===== src/rtl/b3h_pkg.sv =====
package b3h_pkg;

  localparam int unsigned StackDepth = 54;
  localparam int unsigned StackAw    = 6;

  localparam logic [31:0] FlagStart  = 32'd1;
  localparam logic [31:0] FlagEnd    = 32'd2;
  localparam logic [31:0] FlagParent = 32'd4;
  localparam logic [31:0] FlagRoot   = 32'd8;

  typedef logic [7:0][31:0]  cv_t;
  typedef logic [15:0][31:0] blk_t;

  function automatic logic [31:0] iv_word(input logic [2:0] idx);
    logic [31:0] w;
    unique case (idx)
      3'd0: w = 32'h6a09e667;
      3'd1: w = 32'hbb67ae85;
      3'd2: w = 32'h3c6ef372;
      3'd3: w = 32'ha54ff53a;
      3'd4: w = 32'h510e527f;
      3'd5: w = 32'h9b05688c;
      3'd6: w = 32'h1f83d9ab;
      default: w = 32'h5be0cd19;
    endcase
    return w;
  endfunction

  function automatic cv_t iv_cv();
    cv_t c;
    for (int i = 0; i < 8; i++) c[i] = iv_word(3'(i));
    return c;
  endfunction

  function automatic logic [3:0] perm(input logic [3:0] i);
    logic [3:0] p;
    unique case (i)
      4'd0: p = 4'd2;   4'd1: p = 4'd6;   4'd2: p = 4'd3;   4'd3: p = 4'd10;
      4'd4: p = 4'd7;   4'd5: p = 4'd0;   4'd6: p = 4'd4;   4'd7: p = 4'd13;
      4'd8: p = 4'd1;   4'd9: p = 4'd11;  4'd10: p = 4'd12; 4'd11: p = 4'd5;
      4'd12: p = 4'd9;  4'd13: p = 4'd14; 4'd14: p = 4'd15; default: p = 4'd8;
    endcase
    return p;
  endfunction

  // Controller states.
  typedef enum logic [3:0] {
    StIdle,
    StCompBlk,   // non-final block, chunk continues
    StCompEnd,   // chunk-end block
    StMerge,     // parent merge after chunk end
    StPush,
    StFinal,
    StFold,
    StOut
  } state_e;

  typedef enum logic [1:0] {
    CmpChunk,
    CmpParent
  } cmp_src_e;

  // Controller to datapath.
  typedef struct packed {
    logic       cmp_start;
    cmp_src_e   cmp_src;
    logic [6:0] cmp_len;
    logic [3:0] cmp_flags;
    logic       absorb_item;
    logic       absorb_byte;   // append the pending overflow bytes then done
    logic       blk_done;      // chain result into cv, clear block
    logic       chunk_done;    // reset chunk state, counter++
    logic       pop;
    logic       push;
    logic       take_stack_rd; // registered stack read is valid
    logic       load_out;
    logic       clear_all;
  } dp_cmd_t;

  // Datapath to controller.
  typedef struct packed {
    logic       cmp_busy;
    logic       cmp_done;
    logic [6:0] block_fill;
    logic [3:0] blocks_done;
    logic       ctr_low_bit;  // parity of current merge total
    logic [StackAw-1:0] stack_count;
  } dp_sts_t;

endpackage


===== src/rtl/b3h_ctrl.sv =====
module b3h_ctrl (
  input  logic              clk_i,
  input  logic              rst_ni,
  input  logic              in_valid_i,
  output logic              in_ready_o,
  input  logic [3:0]        in_count_i,
  input  logic              in_last_i,
  output logic              out_valid_o,
  input  logic              out_ready_i,
  output logic [1:0]        word_sel_o,
  output b3h_pkg::dp_cmd_t  cmd_o,
  input  b3h_pkg::dp_sts_t  sts_i
);

  b3h_pkg::state_e st_q, st_d;
  logic [1:0] sub_q, sub_d;     // step within merge/fold: 0 read, 1 latch, 2 compress
  logic [1:0] wsel_q, wsel_d;
  logic       last_q, last_d;   // last item pending behind overflow
  logic       pend_q, pend_d;   // overflow bytes wait in datapath
  logic [3:0] cnt;

  assign cnt = (in_count_i > 4'd8) ? 4'd8 : in_count_i;

  always_comb begin
    logic [3:0] fl;
    st_d = st_q; sub_d = sub_q; wsel_d = wsel_q; last_d = last_q; pend_d = pend_q;
    cmd_o = '0;
    cmd_o.cmp_src = b3h_pkg::CmpChunk;
    in_ready_o = 1'b0; out_valid_o = 1'b0;
    fl = (sts_i.blocks_done == 4'd0) ? b3h_pkg::FlagStart[3:0] : 4'd0;
    unique case (st_q)
      b3h_pkg::StIdle: begin
        in_ready_o = 1'b1;
        if (in_valid_i) begin
          cmd_o.absorb_item = 1'b1;
          // Block already full and more bytes coming: compress it first.
          if (sts_i.block_fill == 7'd64 && cnt != 4'd0) begin
            cmd_o.absorb_item = 1'b0;
            in_ready_o = 1'b0;
            cmd_o.cmp_start = 1'b1;
            cmd_o.cmp_len = 7'd64;
            pend_d = 1'b0;
            if (sts_i.blocks_done >= 4'd15) begin
              cmd_o.cmp_flags = fl | b3h_pkg::FlagEnd[3:0];
              st_d = b3h_pkg::StCompEnd;
            end else begin
              cmd_o.cmp_flags = fl;
              st_d = b3h_pkg::StCompBlk;
            end
          end else begin
            pend_d = ({3'd0, cnt} + sts_i.block_fill > 7'd64);
            last_d = in_last_i;
            if (pend_d) begin
              st_d = b3h_pkg::StCompBlk;
              cmd_o.cmp_start = 1'b1;
              cmd_o.cmp_len = 7'd64;
              cmd_o.cmp_flags = fl;
              // overflow means the next bytes exist, fill exactly reaches 64
              // after this transfer; compression uses updated block next cycle
              cmd_o.cmp_start = 1'b0;
              st_d = b3h_pkg::StPush;
              sub_d = 2'd3;
            end else if (in_last_i) begin
              st_d = b3h_pkg::StFinal;
              sub_d = 2'd0;
            end
          end
        end
      end
      b3h_pkg::StPush: begin
        if (sub_q == 2'd3) begin
          // Full block with spill bytes held: flush it.
          cmd_o.cmp_start = 1'b1;
          cmd_o.cmp_len = 7'd64;
          if (sts_i.blocks_done >= 4'd15) begin
            cmd_o.cmp_flags = fl | b3h_pkg::FlagEnd[3:0];
            st_d = b3h_pkg::StCompEnd;
          end else begin
            cmd_o.cmp_flags = fl;
            st_d = b3h_pkg::StCompBlk;
          end
        end else begin
          // Chunk state was already advanced at the chunk-end block.
          cmd_o.push = 1'b1;
          st_d = b3h_pkg::StCompBlk;
          sub_d = 2'd2;
        end
      end
      b3h_pkg::StCompBlk: begin
        if (sub_q == 2'd2) begin
          sub_d = 2'd0;
          if (pend_q) begin
            cmd_o.absorb_byte = 1'b1;
            pend_d = 1'b0;
          end
          st_d = last_q && pend_q ? b3h_pkg::StFinal : b3h_pkg::StIdle;
          if (!pend_q) last_d = 1'b0;
          if (!pend_q && last_q) st_d = b3h_pkg::StFinal;
        end else if (sts_i.cmp_done) begin
          cmd_o.blk_done = 1'b1;
          sub_d = 2'd2;
        end
      end
      b3h_pkg::StCompEnd: begin
        if (sts_i.cmp_done) begin
          cmd_o.load_out = 1'b1;
          cmd_o.chunk_done = 1'b1;
          st_d = b3h_pkg::StMerge;
          sub_d = 2'd0;
        end
      end
      b3h_pkg::StMerge: begin
        unique case (sub_q)
          2'd0: begin
            if (!sts_i.ctr_low_bit && sts_i.stack_count != '0) sub_d = 2'd1;
            else begin
              st_d = b3h_pkg::StPush;
              sub_d = 2'd1;
            end
          end
          2'd1: begin
            cmd_o.take_stack_rd = 1'b1;
            cmd_o.pop = 1'b1;
            sub_d = 2'd2;
          end
          2'd2: begin
            cmd_o.cmp_src = b3h_pkg::CmpParent;
            cmd_o.cmp_start = 1'b1;
            cmd_o.cmp_len = 7'd64;
            cmd_o.cmp_flags = b3h_pkg::FlagParent[3:0];
            sub_d = 2'd3;
          end
          default: begin
            cmd_o.cmp_src = b3h_pkg::CmpParent;
            if (sts_i.cmp_done) begin
              cmd_o.load_out = 1'b1;
              sub_d = 2'd0;
            end
          end
        endcase
      end
      b3h_pkg::StFinal: begin
        unique case (sub_q)
          2'd0: begin
            cmd_o.cmp_start = 1'b1;
            cmd_o.cmp_len = sts_i.block_fill;
            cmd_o.cmp_flags = fl | b3h_pkg::FlagEnd[3:0] |
              ((sts_i.stack_count == '0) ? b3h_pkg::FlagRoot[3:0] : 4'd0);
            sub_d = 2'd1;
          end
          default: begin
            if (sts_i.cmp_done) begin
              cmd_o.load_out = 1'b1;
              st_d = b3h_pkg::StFold;
              sub_d = 2'd0;
            end
          end
        endcase
      end
      b3h_pkg::StFold: begin
        unique case (sub_q)
          2'd0: begin
            if (sts_i.stack_count == '0) begin
              st_d = b3h_pkg::StOut;
              wsel_d = 2'd0;
            end else sub_d = 2'd1;
          end
          2'd1: begin
            cmd_o.take_stack_rd = 1'b1;
            cmd_o.pop = 1'b1;
            sub_d = 2'd2;
          end
          2'd2: begin
            cmd_o.cmp_src = b3h_pkg::CmpParent;
            cmd_o.cmp_start = 1'b1;
            cmd_o.cmp_len = 7'd64;
            cmd_o.cmp_flags = b3h_pkg::FlagParent[3:0] |
              ((sts_i.stack_count == '0) ? b3h_pkg::FlagRoot[3:0] : 4'd0);
            sub_d = 2'd3;
          end
          default: begin
            cmd_o.cmp_src = b3h_pkg::CmpParent;
            if (sts_i.cmp_done) begin
              cmd_o.load_out = 1'b1;
              sub_d = 2'd0;
            end
          end
        endcase
      end
      b3h_pkg::StOut: begin
        out_valid_o = 1'b1;
        if (out_ready_i) begin
          wsel_d = wsel_q + 2'd1;
          if (wsel_q == 2'd3) begin
            cmd_o.clear_all = 1'b1;
            last_d = 1'b0;
            pend_d = 1'b0;
            st_d = b3h_pkg::StIdle;
          end
        end
      end
      default: st_d = b3h_pkg::StIdle;
    endcase
  end

  always_ff @(posedge clk_i or negedge rst_ni) begin
    if (!rst_ni) begin
      st_q <= b3h_pkg::StIdle;
      sub_q <= 2'd0; wsel_q <= 2'd0; last_q <= 1'b0; pend_q <= 1'b0;
    end else begin
      st_q <= st_d; sub_q <= sub_d; wsel_q <= wsel_d; last_q <= last_d; pend_q <= pend_d;
    end
  end

  assign word_sel_o = wsel_q;

  ap_out_only_in_out: assert property (@(posedge clk_i) disable iff (!rst_ni)
    out_valid_o |-> st_q == b3h_pkg::StOut) else $error("out valid outside output");
  ap_no_in_while_busy: assert property (@(posedge clk_i) disable iff (!rst_ni)
    in_ready_o |-> !sts_i.cmp_busy) else $error("input taken while compressing");
  ap_wrap_to_idle: assert property (@(posedge clk_i) disable iff (!rst_ni)
    (st_q == b3h_pkg::StOut && out_ready_i && wsel_q == 2'd3) |=>
    st_q == b3h_pkg::StIdle) else $error("no return to idle");

endmodule


===== config.mk =====
export PLATFORM = sky130hd
export DESIGN_NAME = b3h_ctrl
export DESIGN_NICKNAME = d
export VERILOG_FILES = /design/src/rtl/b3h_pkg.sv /design/src/rtl/b3h_ctrl.sv
export SDC_FILE = /design/constraint.sdc
export NUM_CORES = 1
export LEC_CHECK = 0
export BUFFER_PORTS_ARGS = -buffer_cell sky130_fd_sc_hd__buf_2
export CAP_MARGIN = 15
export CORE_MARGIN = 2
export CORE_UTILIZATION = 40
export CTS_BUF_LIST = sky130_fd_sc_hd__clkbuf_4
export CTS_CLUSTER_SIZE = 12
export DETAILED_ROUTE_END_ITERATION = 16
export PLACE_DENSITY = 0.66
export SYNTH_ARGS = -nofsm -noshare
export SYNTH_HDL_FRONTEND = slang
export SYNTH_SLANG_ARGS = --single-unit

===== constraint.sdc =====
create_clock -name clk_i -period 3.2 [get_ports clk_i]
set_input_delay 0.48 -clock clk_i [delete_from_list [all_inputs] [get_ports clk_i]]
set_output_delay 0.48 -clock clk_i [all_outputs]
set_load 0.01 [all_outputs]

# --- Word level (Yosys, flattened, before mapping) ---
# Index checks and enable logic that the tools add are counted.
classes:
  addsub: 2
  muxes: 88
  order_cmp: 3
  reduce_logical: 23
  bitwise: 1
  eq_ne: 30
op_table:
  columns: ["cell", "count"]
  rows:
  - ["11-bit two-way mux", 6]
  - ["4-bit two-way mux", 16]
  - ["11-bit one-hot mux with 5 select lines", 1]
  - ["2-bit two-way mux", 18]
  - ["1-bit two-way mux", 35]
  - ["4-bit one-hot mux with 8 select lines", 1]
  - ["2-bit inequality test (second input constant)", 12]
  - ["4-bit by 3-bit equality test with 1-bit output (second input constant)", 4]
  - ["2-bit one-hot mux with 7 select lines", 1]
  - ["7-bit AND reduction", 2]
  - ["12-bit two-way mux", 1]
  - ["2-bit one-hot mux with 3 select lines", 2]
  - ["12-bit AND reduction", 1]
  - ["3-bit inequality test (second input constant)", 3]
  - ["1-bit one-hot mux with 3 select lines", 3]
  - ["4-bit by 2-bit equality test with 1-bit output (second input constant)", 2]
  - ["4-bit logical NOT", 2]
  - ["4-bit by 7-bit adder with 7-bit output", 1]
  - ["7-bit equality test (second input constant)", 1]
  - ["7-bit > comparator (second input constant)", 1]
  - ["7-bit nonzero test", 1]
  - ["2-bit equality test (second input constant)", 3]
  - ["6-bit logical NOT", 1]
  - ["3-bit two-way mux", 2]
  - ["other kinds (21)", 27]
word_totals:
  ff_bits: 10
  in_bits: 29

# --- Depth between registers and ports, before layout ---
depth:
  depth_word: 8
  mapped_depth: 10
  ltp_nobuf: 10

# --- Worst setup path before layout ---
# OpenSTA, ideal clock, no wires.
synth_timing:
  path_kind: "in2out"
  startpoint: "input port in_count_i[0]"
  endpoint: "output port cmd_o[9] (netlist bit)"
  path_stages: 10
  arrival_time_ns: 2.524
  n_path_buf: 0
  path_slack_ns: 0.196
  required_time_ns: 2.720
  cell_sequence: "nor2b_1 ha_1 inv_1 fa_1 nand2b_1 a211oi_1 xnor2_1 a41oi_2 o21bai_1 a2111oi_2"
synth_rtl:
  columns: ["element", "line_no", "rtl"]
  rows:
  - ["start: declaration", "b3h_ctrl.sv:6", "input logic [3:0] in_count_i,"]
  - ["end: declaration", "b3h_ctrl.sv:11", "output b3h_pkg::dp_cmd_t cmd_o,"]

==> metrics.md <==
| Metric | Value |
|---|---|
| Clock-pin transition on the worst setup and hold timing paths | `0.07 ns` |
| Terminus of the critical flop-to-flop path | `st_q[0]` |
| Final Hold Viols | `0` |
| Total Wirelength | `4290 um` |
| Final setup violating endpoints | `0` |
| Crit Reg-Reg Startpoint | `sub_q[1]` |
| Post-route clock period utilization | `97.5%` |
| Worst-case clock skew | `0.00370 ns` |
| Core region area | `0.00339 mm^2` |
| Post-synth cell types | `52` |
| Setup slack of the most critical reg-to-reg path | `0.87 ns` |
| Type of element capturing the critical path | `output pin` |
| Top post-synthesis cells by area | `dfrtp_1 16%, ha_1 7.9%, a21oi_1 7.3%` |
| Layout Area Growth over Synthesis | `27.2%` |
| Highest cell delay on the worst timing path | `0.33 ns` |
| Vias | `1648` |
| Cell area after technology mapping | `0.00143 mm^2` |
| Total number of cells along the worst setup path | `12` |
| First DRT Iteration DRCs | `78` |
| Cell occurring most often along the worst timing path | `buf_2` |
| Initial antenna violation count | `0` |
| H-tree levels | `1` |
| Synth Flop Type | `dfrtp_1` |
| Y dimension of the die | `63.9 um` |
| Die Area | `0.00408 mm^2` |
| Worst-case setup margin in the final layout | `0.0796 ns` |
| Largest net degree at the start of global routing | `22` |
| Clock insertion delay at the later pin of the skew report | `0.27 ns` |
| Min-delay worst type | `in2async` |
| Critical path required time | `2.72 ns` |
| Library cell used as clock root buffer | `clkbuf_4` |
| Crit start category | `input pin` |
| Timing-limited maximum frequency | `320 MHz` |
| Post-synthesis instance total | `197` |
| GRT Residual Overflow | `0` |
| Global-route wire length before repair | `7080 um` |
| Commonest cells after routing, fill and taps aside | `52 x buf_2, 21 x nor2_1, 20 x a21oi_1` |
| Core occupancy in the finished layout | `53.8%` |
| Min Hold Slack | `0.0525 ns` |
| Number of buffers and inverters on the critical path | `3` |
| Drt drc | `0` |
| Via count of the first global-routing pass | `1456` |
| Number of cells on the worst reg-to-reg path | `7` |
| Max Cap Violations | `0` |
| EDFF count, synth | `0` |
| Num Clock Sinks | `9` |
| Share of post-route cells with drive strength above 1 | `33.3%` |
| Max-slew headroom | `61.7%` |
| Antenna Cells | `0` |
| Most common cell after layout, fill and taps aside | `buf_2` |
| Number of max-slew violations in the final report | `0` |
| Post-Synthesis Net Count | `236` |
| Clock tree buffer depth | `2` |
| DRT Pass-1 Iters | `5` |
| Half-perimeter wire length after detailed placement | `3380 um` |
| Proportion of register bits with asynchronous set or reset after synthesis | `100%` |
| Top cell type's share of synthesized area | `15.7%` |
| Status | `finished clean` |
| Port Buffers | `53` |
| Wirelength per Cell | `14.4 um` |
| Clock buffer count from CTS | `3` |
| GPL Wtd Cong | `0.925` |
| Site Rows | `21` |
| Leak pwr | `0.880 nW` |
| Total power | `0.00133 W` |
| Worst-Margin Slew | `0.575 ns` |
| Filler cells | `350` |
| Power per cell area | `727 mW/mm^2` |
| Number of top-level pins | `56` |
| Final #Nets | `292` |
| Library cell occupying the most area in the post-synthesis netlist | `dfrtp_1` |
| Starting utilization of the core area | `42.3%` |
| Post-layout minimum cycle time | `3.12 ns` |
| Overall Global Routing Usage | `21.2%` |
| Arrival time at the worst endpoint | `2.64 ns` |
| Highest-delay cell along the critical path | `fa_2` |
| Die width | `63.9 um` |
| Peak fanout along the critical path | `2` |
| CTS tree | `built` |
| DRT antenna net count | `0` |
| CP top delay family | `compound AO/OA/AOI/OAI gates` |
| Place WS | `0.00249 ns` |
| Synthesis-stage register bit count | `9` |
| Path type of the worst setup path | `in2out` |
| Number of warning messages in the yosys log | `0` |
| IR Drop Worst-Case VDD | `0.000396 V` |
| Worst path cell trace | `buf_2, nor2b_1, ha_2, inv_2, fa_2, nand2b_4, a211oi_2, xnor2_1, a41oi_2, o21bai_1, a2111oi_2, buf_2` |
| Number of vias per cell | `5.53` |
| Mean Syn Cell Area | `7.28 um^2` |
| Sequential-to-total area share from yosys stat | `15.7%` |
area by class of cell:
class | instances | area (um^2) | share of cell area [%]
flip-flops and latches | 9 | 225 | 12.3
clock buffers | 3 | 22.5 | 1.23
repair buffers | 63 | 347 | 19.0
multi-input cells | 165 | 1130 | 61.7
inverters | 11 | 41.3 | 2.26
clock inverters | 1 | 5.00 | 0.274
well taps | 46 | 57.6 | 3.16
cells in the mapped netlist (2+ instances only):
library cell	instances
nand2b_1	7
a32o_1	2
nand3_1	5
nor3b_1	3
nand2_1	13
dfrtp_1	9
or2_2	2
clkbuf_1	6
o21bai_1	3
buf_2	2
o21ai_0	11
nor2b_1	4
o211ai_1	2
inv_1	11
nor2_1	21
nor4_1	5
xnor2_1	5
a21oi_1	21
a211oi_1	6
or3_1	2
nand4_1	3
nor3_1	5
a2111oi_2	2
a31oi_1	2
a21o_1	2
ha_1	9
and2_1	5
and3_1	3
buf_4	2
a221oi_1	2
metrics by stage:
step	TNS (ns)	cells	instance area [um^2]
finish	0	298	1820
global route	-0.00752	298	1820
CTS	0	296	1790
detailed placement	0	292	1750
global placement	0	292	1750
floorplan	0	197	1430
worst reg2reg max path: stages, from the launching register on:
cell     delay, ns
dfrtp_1       0.45
inv_1         0.11
ha_1          0.26
inv_1         0.16
o221a_2       0.32
nor4_1        0.39
o41a_4        0.25
mux2_4        0.29
cell families (layout without fill, tap and decap cells):
logic type	Yosys count	count (layout)	synth area share, %
simple gates	85	85	32.2
compound gates	61	61	29.8
buf+inv	23	78	7.24
fa+ha+maj	11	11	9.95
flops	9	9	15.7
xor+xnor	5	5	3.05
mux	2	2	1.74
other cells	1	1	0.262
state kept, by name (all words and copies together), names as in the netlist:
| register | cells |
|---|---|
| last_q | 1 |
| pend_q | 1 |
| st_q | 3 |
| sub_q | 2 |
| word_sel_o | 2 |
worst max-delay path by stage:
stage	startpoint	to	slack, ns
after floorplan	in_count_i[0]	cmd_o[9]	0.20
after global placement	in_count_i[3]	cmd_o[9]	0.0004
after detailed placement	in_count_i[3]	cmd_o[9]	0.002
after CTS	in_count_i[3]	cmd_o[9]	0.06
after global routing	in_count_i[0]	cmd_o[9]	-0.008
final	in_count_i[0]	cmd_o[9]	0.08
repair_timing:
item | 4_1_cts | 5_1_grt
endpoints found under the setup margin | 1 | 2
hold buffers | 0 | 0
setup buffers | 0 | 2
gates resized for setup | 1 | 7
pin swaps | 0 | 3
layer usage:
layer  vias up  wire length, um  track usage [%]
met5         -                0                0
met4         0               12             2.17
met3         2              233             3.35
met2        63             1940             31.6
met1       747             2110             32.7
li1        836                -                -
power breakdown:
group	switching (W)	leakage, nW	internal, W
logic	0.000529	0.749	0.000421
clock network	0.0000464	0.0177	0.0000463
registers	0.000115	0.113	0.000168
total	0.000691	0.880	0.000635
Power figures use the tool's default switching activity.
